===== config.mk =====
export PLATFORM = sky130hd
export DESIGN_NAME = periodic_slot_timer_table
export DESIGN_NICKNAME = d
export VERILOG_FILES = /design/src/rtl/core/pst_pkg.sv /design/src/rtl/core/periodic_slot_timer_table.sv /design/src/rtl/core/pst_slot_alu.sv
export SDC_FILE = /design/constraint.sdc
export NUM_CORES = 1
export LEC_CHECK = 0
export BUFFER_PORTS_ARGS = -buffer_cell sky130_fd_sc_hd__clkbuf_2
export CORE_MARGIN = 2
export CORE_UTILIZATION = 35
export DETAILED_ROUTE_END_ITERATION = 16
export PLACE_DENSITY = 0.48
export RECOVER_POWER = 100
export SLEW_MARGIN = 20
export SYNTH_ARGS = -nofsm -noshare
export SYNTH_HDL_FRONTEND = slang
export SYNTH_SLANG_ARGS = --single-unit

===== constraint.sdc =====
create_clock -name i_clk -period 9.66 [get_ports i_clk]
set_clock_uncertainty 0.15 [all_clocks]
set_input_delay 1.932 -clock i_clk [delete_from_list [all_inputs] [get_ports i_clk]]
set_output_delay 1.932 -clock i_clk [all_outputs]
set_load 0.01 [all_outputs]

===== src/rtl/core/pst_pkg.sv =====
// Shared types and constants of the periodic slot timer table.
package pst_pkg;

    // Field widths
    localparam int ACC_W       = 33;
    localparam int PER_W       = 32;
    localparam int LIM_W       = 16;
    localparam int DT_W        = 16;
    localparam int SLOT_W      = 3;
    localparam int MASK_W      = 8;
    localparam int IN_TDATA_W  = 72;
    localparam int OUT_TDATA_W = 16;

    // Command codes carried in tuser
    localparam logic CMD_TICK = 1'b0;
    localparam logic CMD_PROG = 1'b1;

    // Stored slot record
    typedef struct packed {
        logic [ACC_W-1:0] acc;
        logic [PER_W-1:0] period;
        logic [LIM_W-1:0] limit;
        logic [LIM_W-1:0] count;
    } t_slot_rec;

    // Result of one slot update
    typedef struct packed {
        logic      wr_en;
        logic      fire;
        logic      active;
        t_slot_rec rec;
    } t_slot_upd;

endpackage


===== src/rtl/core/periodic_slot_timer_table.sv =====
// Top level of the periodic slot timer table: slot memory, scan sequencer, result register.
// Program transfer: a valid slot is written in idle, then the finish state loads the result register.
// Tick transfer: the scan state reads one slot a cycle through the registered memory read into the
//   single update unit, then the finish state loads the result register. Input is taken only in idle.
// The result register lets a new input transfer start while the previous result waits.
// Synchronous active-low reset: all slots inactive, no result pending; slot memory is not cleared.
module periodic_slot_timer_table #(
    parameter int NUM_SLOTS = 8
) (
    input  logic                                i_clk,
    input  logic                                i_rst_n,
    // slot [2:0], elapsed [18:3], period [50:19], pass_limit [66:51], zero fill [71:67]
    input  logic [pst_pkg::IN_TDATA_W-1:0]      i_s_tdata,
    // command [0]
    input  logic                                i_s_tuser,
    input  logic                                i_s_tvalid,
    output logic                                o_s_tready,
    // fired_mask [7:0], active_mask [15:8]
    output logic [pst_pkg::OUT_TDATA_W-1:0]     o_m_tdata,
    output logic                                o_m_tvalid,
    input  logic                                i_m_tready
);

    localparam int AW = (NUM_SLOTS > 1) ? $clog2(NUM_SLOTS) : 1;
    localparam int CW = $clog2(NUM_SLOTS + 1);
    // one spare bit so that NUM_SLOTS itself fits for range compares
    localparam int IW = ((AW > pst_pkg::SLOT_W) ? AW : pst_pkg::SLOT_W) + 1;
    localparam int MW = (NUM_SLOTS > pst_pkg::MASK_W) ? NUM_SLOTS : pst_pkg::MASK_W;

    localparam logic [1:0] S_IDLE   = 2'd0;
    localparam logic [1:0] S_SCAN   = 2'd1;
    localparam logic [1:0] S_FINISH = 2'd2;

    // Input field unpacking
    logic [pst_pkg::SLOT_W-1:0] w_slot;
    logic [pst_pkg::DT_W-1:0]   w_elapsed;
    logic [pst_pkg::PER_W-1:0]  w_period;
    logic [pst_pkg::LIM_W-1:0]  w_limit;
    logic [IW-1:0]              w_slot_ext;
    logic [AW-1:0]              w_slot_addr;
    logic                       w_slot_ok;
    logic                       w_in_xfer;

    assign w_slot      = i_s_tdata[2:0];
    assign w_elapsed   = i_s_tdata[18:3];
    assign w_period    = i_s_tdata[50:19];
    assign w_limit     = i_s_tdata[66:51];
    assign w_slot_ext  = IW'(w_slot);
    assign w_slot_addr = w_slot_ext[AW-1:0];
    assign w_slot_ok   = (w_slot_ext < IW'(NUM_SLOTS));
    assign w_in_xfer   = i_s_tvalid && o_s_tready;

    // Control and datapath registers
    logic [1:0]                  r_state, n_state;
    logic [CW-1:0]               r_rd_idx, n_rd_idx;
    logic                        r_pipe_vld, n_pipe_vld;
    logic [AW-1:0]               r_pipe_idx, n_pipe_idx;
    logic [pst_pkg::DT_W-1:0]    r_dt, n_dt;
    logic [NUM_SLOTS-1:0]        r_active, n_active;
    logic [pst_pkg::MASK_W-1:0]  r_fired, n_fired;
    logic                        r_out_vld, n_out_vld;
    logic [pst_pkg::MASK_W-1:0]  r_out_fired, n_out_fired;
    logic [pst_pkg::MASK_W-1:0]  r_out_active, n_out_active;

    // Slot memory and its ports
    pst_pkg::t_slot_rec r_mem [NUM_SLOTS];
    pst_pkg::t_slot_rec r_rd_data;
    logic               w_we;
    logic [AW-1:0]      w_waddr;
    pst_pkg::t_slot_rec w_wdata;
    logic               w_rd_go;
    logic [AW-1:0]      w_raddr;

    // Shared update unit
    pst_pkg::t_slot_upd w_upd;
    logic [IW-1:0]      w_pipe_ext;
    logic [MW-1:0]      w_act_ext;

    assign w_pipe_ext = IW'(r_pipe_idx);
    assign w_act_ext  = MW'(r_active);
    assign w_raddr    = r_rd_idx[AW-1:0];
    assign w_rd_go    = (r_state == S_SCAN) && (r_rd_idx < CW'(NUM_SLOTS));

    pst_slot_alu u_alu (
        .i_rec    (r_rd_data),
        .i_active (r_active[r_pipe_idx]),
        .i_dt     (r_dt),
        .o_upd    (w_upd)
    );

    // Handshake outputs
    assign o_s_tready = (r_state == S_IDLE);
    assign o_m_tvalid = r_out_vld;
    assign o_m_tdata  = {r_out_active, r_out_fired};

    // Memory write port: program write or scan write-back
    always_comb begin
        w_we    = 1'b0;
        w_waddr = w_slot_addr;
        w_wdata = '{acc: '0, period: w_period, limit: w_limit, count: '0};
        if (r_state == S_IDLE) begin
            w_we = w_in_xfer && (i_s_tuser == pst_pkg::CMD_PROG) && w_slot_ok;
        end else if (r_state == S_SCAN && r_pipe_vld) begin
            w_we    = w_upd.wr_en;
            w_waddr = r_pipe_idx;
            w_wdata = w_upd.rec;
        end
    end

    // Slot memory, registered read
    always_ff @(posedge i_clk) begin
        if (w_we) begin
            r_mem[w_waddr] <= w_wdata;
        end
        r_rd_data <= r_mem[w_raddr];
    end

    // Sequencer next state
    always_comb begin
        n_state      = r_state;
        n_rd_idx     = r_rd_idx;
        n_pipe_vld   = 1'b0;
        n_pipe_idx   = r_pipe_idx;
        n_dt         = r_dt;
        n_active     = r_active;
        n_fired      = r_fired;
        n_out_vld    = r_out_vld;
        n_out_fired  = r_out_fired;
        n_out_active = r_out_active;

        // result taken downstream
        if (r_out_vld && i_m_tready) begin
            n_out_vld = 1'b0;
        end

        case (r_state)
            S_IDLE: begin
                if (w_in_xfer) begin
                    n_fired = '0;
                    if (i_s_tuser == pst_pkg::CMD_PROG) begin
                        if (w_slot_ok) begin
                            n_active[w_slot_addr] = (w_period != '0);
                        end
                        n_state = S_FINISH;
                    end else begin
                        n_dt     = w_elapsed;
                        n_rd_idx = '0;
                        n_state  = S_SCAN;
                    end
                end
            end
            S_SCAN: begin
                // issue read of the next slot
                if (w_rd_go) begin
                    n_rd_idx   = r_rd_idx + CW'(1);
                    n_pipe_vld = 1'b1;
                    n_pipe_idx = w_raddr;
                end
                // update the slot whose record just came out of memory
                if (r_pipe_vld) begin
                    n_active[r_pipe_idx] = w_upd.active;
                    if (w_upd.fire && (w_pipe_ext < IW'(pst_pkg::MASK_W))) begin
                        n_fired[w_pipe_ext[2:0]] = 1'b1;
                    end
                    if (r_pipe_idx == AW'(NUM_SLOTS - 1)) begin
                        n_state = S_FINISH;
                    end
                end
            end
            S_FINISH: begin
                if (!r_out_vld || i_m_tready) begin
                    n_out_vld    = 1'b1;
                    n_out_fired  = r_fired;
                    n_out_active = w_act_ext[pst_pkg::MASK_W-1:0];
                    n_state      = S_IDLE;
                end
            end
            default: begin
                n_state = S_IDLE;
            end
        endcase
    end

    // Control registers
    always_ff @(posedge i_clk) begin
        if (!i_rst_n) begin
            r_state    <= S_IDLE;
            r_pipe_vld <= 1'b0;
            r_active   <= '0;
            r_out_vld  <= 1'b0;
        end else begin
            r_state    <= n_state;
            r_pipe_vld <= n_pipe_vld;
            r_active   <= n_active;
            r_out_vld  <= n_out_vld;
        end
    end

    // Payload registers
    always_ff @(posedge i_clk) begin
        r_rd_idx     <= n_rd_idx;
        r_pipe_idx   <= n_pipe_idx;
        r_dt         <= n_dt;
        r_fired      <= n_fired;
        r_out_fired  <= n_out_fired;
        r_out_active <= n_out_active;
    end

    // Checks
    a_ready_idle_only: assert property (@(posedge i_clk) disable iff (!i_rst_n)
        (r_state != S_IDLE) |-> !o_s_tready)
        else $error("input ready outside idle");

    a_pipe_in_range: assert property (@(posedge i_clk) disable iff (!i_rst_n)
        r_pipe_vld |-> (IW'(r_pipe_idx) < IW'(NUM_SLOTS)))
        else $error("scan index beyond slot table");

    a_prog_sets_active: assert property (@(posedge i_clk) disable iff (!i_rst_n)
        (w_in_xfer && (i_s_tuser == pst_pkg::CMD_PROG) && w_slot_ok) |=>
        (r_active[$past(w_slot_addr)] == ($past(w_period) != '0)))
        else $error("program did not set slot active flag");

    a_fired_in_table: assert property (@(posedge i_clk) disable iff (!i_rst_n)
        r_out_vld |-> ((MW'(r_out_fired) & ~MW'({NUM_SLOTS{1'b1}})) == '0))
        else $error("fired bit for slot outside table");

endmodule


===== src/rtl/core/pst_slot_alu.sv =====
// Shared per-slot update unit: accumulate, compare, subtract, pass count.
module pst_slot_alu (
    input  pst_pkg::t_slot_rec           i_rec,
    input  logic                         i_active,
    input  logic [pst_pkg::DT_W-1:0]     i_dt,
    output pst_pkg::t_slot_upd           o_upd
);

    logic                          w_elig;
    logic [pst_pkg::ACC_W:0]       w_sum;
    logic [pst_pkg::ACC_W-1:0]     w_sat;
    logic                          w_ge;
    logic [pst_pkg::LIM_W-1:0]     w_cnt1;
    logic                          w_lim_on;

    // Slot takes part only when running and under its limit
    assign w_lim_on = (i_rec.limit != '0);
    assign w_elig   = i_active && (i_rec.period != '0) &&
                      !(w_lim_on && (i_rec.count >= i_rec.limit));

    // Accumulate with saturation, then compare against the interval
    assign w_sum  = {1'b0, i_rec.acc} + (pst_pkg::ACC_W+1)'(i_dt);
    assign w_sat  = w_sum[pst_pkg::ACC_W] ? '1 : w_sum[pst_pkg::ACC_W-1:0];
    assign w_ge   = (w_sat >= pst_pkg::ACC_W'(i_rec.period));
    assign w_cnt1 = i_rec.count + pst_pkg::LIM_W'(1);

    always_comb begin
        o_upd          = '0;
        o_upd.wr_en    = w_elig;
        o_upd.fire     = w_elig && w_ge;
        o_upd.active   = i_active;
        o_upd.rec      = i_rec;
        if (w_elig) begin
            o_upd.rec.acc = w_ge ? (w_sat - pst_pkg::ACC_W'(i_rec.period)) : w_sat;
            if (w_ge && w_lim_on) begin
                if (w_cnt1 >= i_rec.limit) begin
                    o_upd.rec.count = '0;
                    o_upd.active    = 1'b0;
                end else begin
                    o_upd.rec.count = w_cnt1;
                end
            end
        end
    end

endmodule

==> run summary <==
Die area = 0.116 mm2
TNS Setup = 0 ns
Cell Rows = 123
Post-CTS Resized = 0
Period minus WS final = 7.76 ns
Final Power = 9.66 mW
Final ANT Viol Nets = 0
GRT overflow = 0
Commonest non-fill, non-tap cell in the layout = edfxtp_1
Hold Startpoint = r_fired[1]
Clock sink total = 932
Root Buffer = clkbuf_16
Buffers added on ports = 89
Startpoint Class = flip-flop
GRT Total Usage = 0.168
Status = finished with violations
Pin count of the biggest net entering global routing = 126
#FFs+latches synth = 932
Chip height = 340 um
Final period util = 0.803
Peak VDD IR = 127 uV
First-pass GRT wire length = 145,000 um
Final setup viols = 0
Via/cell ratio = 5.24
Max Cap Viol = 17
Number of global-route vias before repair = 22.7k
First-pass DRT Iterations = 7
Total Nets Final = 2,662
Hold_buf cts = 0
Syn Inst Count = 2,389
Longest Clk Path Bufs = 3
Area grow syn2layout = 13.7%
Crit path required time = 8.75 ns
Detailed Route WL = 97,000 um
Drt wl/cell = 23.7 um
Number of synthesized flops with an enable pin = 823
GP Congestion = 0.826
Fin Hold WS = 0.305 ns
H-tree Lvls = 3
Die Span X = 340 um
Syn. warnings = 0
Final Hold Viols = 0
# Post-CTS Setup Buffers = 0
Core Region = 0.112 mm2
Boundary pin count = 95
Most frequent cells in the layout = edfxtp_1, mux4_2, nand2_1, o21ai_0, dfxtp_1
Mean Syn Cell Area = 16.5 um2
Detailed-route via count = 21.4k
CP Data Arrival Time = 6.85 ns
Antenna violations before repair = 3
CTS buffer count = 102
CP Buf/Inv Count = 1
Primary FF master, synth = edfxtp_1
DRC Markers = 0
Slowest cell on crit path = clkbuf_1
Leakage dissipation = 15.4 nW
Crit. Startpoint = r_rd_idx[2]
DR iter-0 viols = 1,453
Critical Path, Cell by Cell = clkbuf_1
Fin cells = 4,090
Worst setup EP type = flip-flop
Crit-path max cell delay = 5.84 ns
Top delay family on crit path = buffers and inverters
Cell area after synthesis = 0.0395 mm2
Dpl hpwl = 55,800 um
Worst-margin pin slew = 8.45 ns
Layout cells sized above 1 = 0.218
Critical path class = reg2reg
Worst r2r src = r_rd_idx[2]
Power density of the placed cells = 215 mW/mm2
Initial Util = 0.352
CTS tree = built
Inst Count DP = 3,897
Clk slew on worst S/H paths = 0.06 ns
Crit path max fanout = 100
Unique masters post-synth = 87
Clock Latency Late Sink = 0.68 ns
Failing checks = capacitance limit, slew limit
FMAX = 0.129 GHz
Post-Syn Nets = 2,550
Post-synth ARST share = 0
Worst slew margin = -4.63
Unrepaired setup endpoints after global routing = false
Hold Path Class = reg2reg
Slew Limit Fails = 753
Sequential share of the synthesized area = 0.681
## cell usage after synthesis, types with 5 or more instances
cell | number | share of area
buf_6 | 5 | 0.0014
edfxtp_1 | 823 | 0.63
o211ai_1 | 9 | 0.0017
clkbuf_1 | 73 | 0.0069
or3_1 | 5 | 0.00079
nand3b_1 | 5 | 0.00095
dfxtp_1 | 109 | 0.055
and4_1 | 7 | 0.0016
nand3_1 | 41 | 0.0052
o31ai_1 | 5 | 0.00095
a311oi_1 | 10 | 0.0022
nor2_1 | 99 | 0.0094
inv_1 | 60 | 0.0057
ha_1 | 82 | 0.026
o21a_1 | 13 | 0.0025
nor2b_1 | 14 | 0.0022
nand2b_1 | 16 | 0.0025
buf_2 | 6 | 0.00076
buf_1 | 27 | 0.0026
a21o_1 | 34 | 0.0065
mux4_2 | 194 | 0.11
nor4_1 | 25 | 0.0040
a21oi_1 | 100 | 0.013
a211oi_1 | 12 | 0.0023
mux2i_1 | 13 | 0.0033
nor3_1 | 19 | 0.0024
nand2_1 | 173 | 0.016
o21ai_0 | 117 | 0.015
mux2_2 | 100 | 0.029
xor2_1 | 26 | 0.0058
and3_1 | 10 | 0.0016
a31oi_1 | 12 | 0.0019
and2_1 | 9 | 0.0014
xnor2_1 | 33 | 0.0073
o221a_2 | 7 | 0.0020
nand4_1 | 15 | 0.0024
## cells by family (layout without fill, tap and decap cells)
| kind of cell | Yosys count | count (layout) | synth area share |
|---|---|---|---|
| AOI/OAI and AO/OA | 381 | 381 | 0.0642 |
| xor gates and xnor gates | 59 | 59 | 0.0131 |
| adders and majority gates | 84 | 84 | 0.0270 |
| buffers and inverters | 173 | 372 | 0.0177 |
| DFF | 932 | 932 | 0.681 |
| muxes | 307 | 307 | 0.142 |
| other | 0 | 2 | 0 |
| and+or+nand+nor | 453 | 453 | 0.0549 |
## final cells by class
class                           instances  area [um2]
Clock inverter                         52         502
Tap cell                             1500        1880
Sequential cell                       932       26900
Inverter                               60         225
Clock buffer                          139        2800
Timing Repair Buffer                  121         654
Antenna cell                            2        5.00
Fill cell                           10200       67300
Multi-Input combinational cell       1284       12000
## stage by stage
step	util	setup slack (ns)	cell area [um2]
after floorplan	-	2.38	39500
after global placement	0.372	2.87	41800
after detailed placement	0.372	2.70	41800
after CTS	0.402	2.72	45100
after global routing	0.400	1.43	44900
final	0.400	1.90	44900
## report_power, final
part	total [mW]	internal [mW]	switching, mW
registers	4.53	4.46	0.0660
logic	1.33	0.567	0.763
clock network	3.80	2.23	1.58
total	9.66	7.26	2.41
## routing by layer
metal  global-route usage  up-vias  routed length (um)
met1                0.217    11200               41700
met5                    0        -                   0
met3               0.0249      134                3810
li1                     -     9693                   -
met2                0.296      417               49500
met4               0.0391        0                2010
## registers in the layout (all words and copies together) (netlist names)
signal	cells
r_dt	16
r_pipe_idx	3
r_state	2
r_fired	8
r_rd_idx	4
r_out_fired	8
r_out_active	8
r_pipe_vld	1
r_active	8
r_rd_data	97
r_mem	776
o_m_tvalid	1
## final timing paths
| kind | cells past startpoint | slack [ns] | to |
|---|---|---|---|
| worst max register to register | 1 | 1.90 | r_pipe_idx[2] |
| worst max-delay path | 1 | 1.90 | r_pipe_idx[2] |
| worst min register to register | 0 | 0.30 | r_out_fired[1] |
| worst min-delay path | 0 | 0.30 | r_out_fired[1] |
Power figures use the tool's default switching activity.
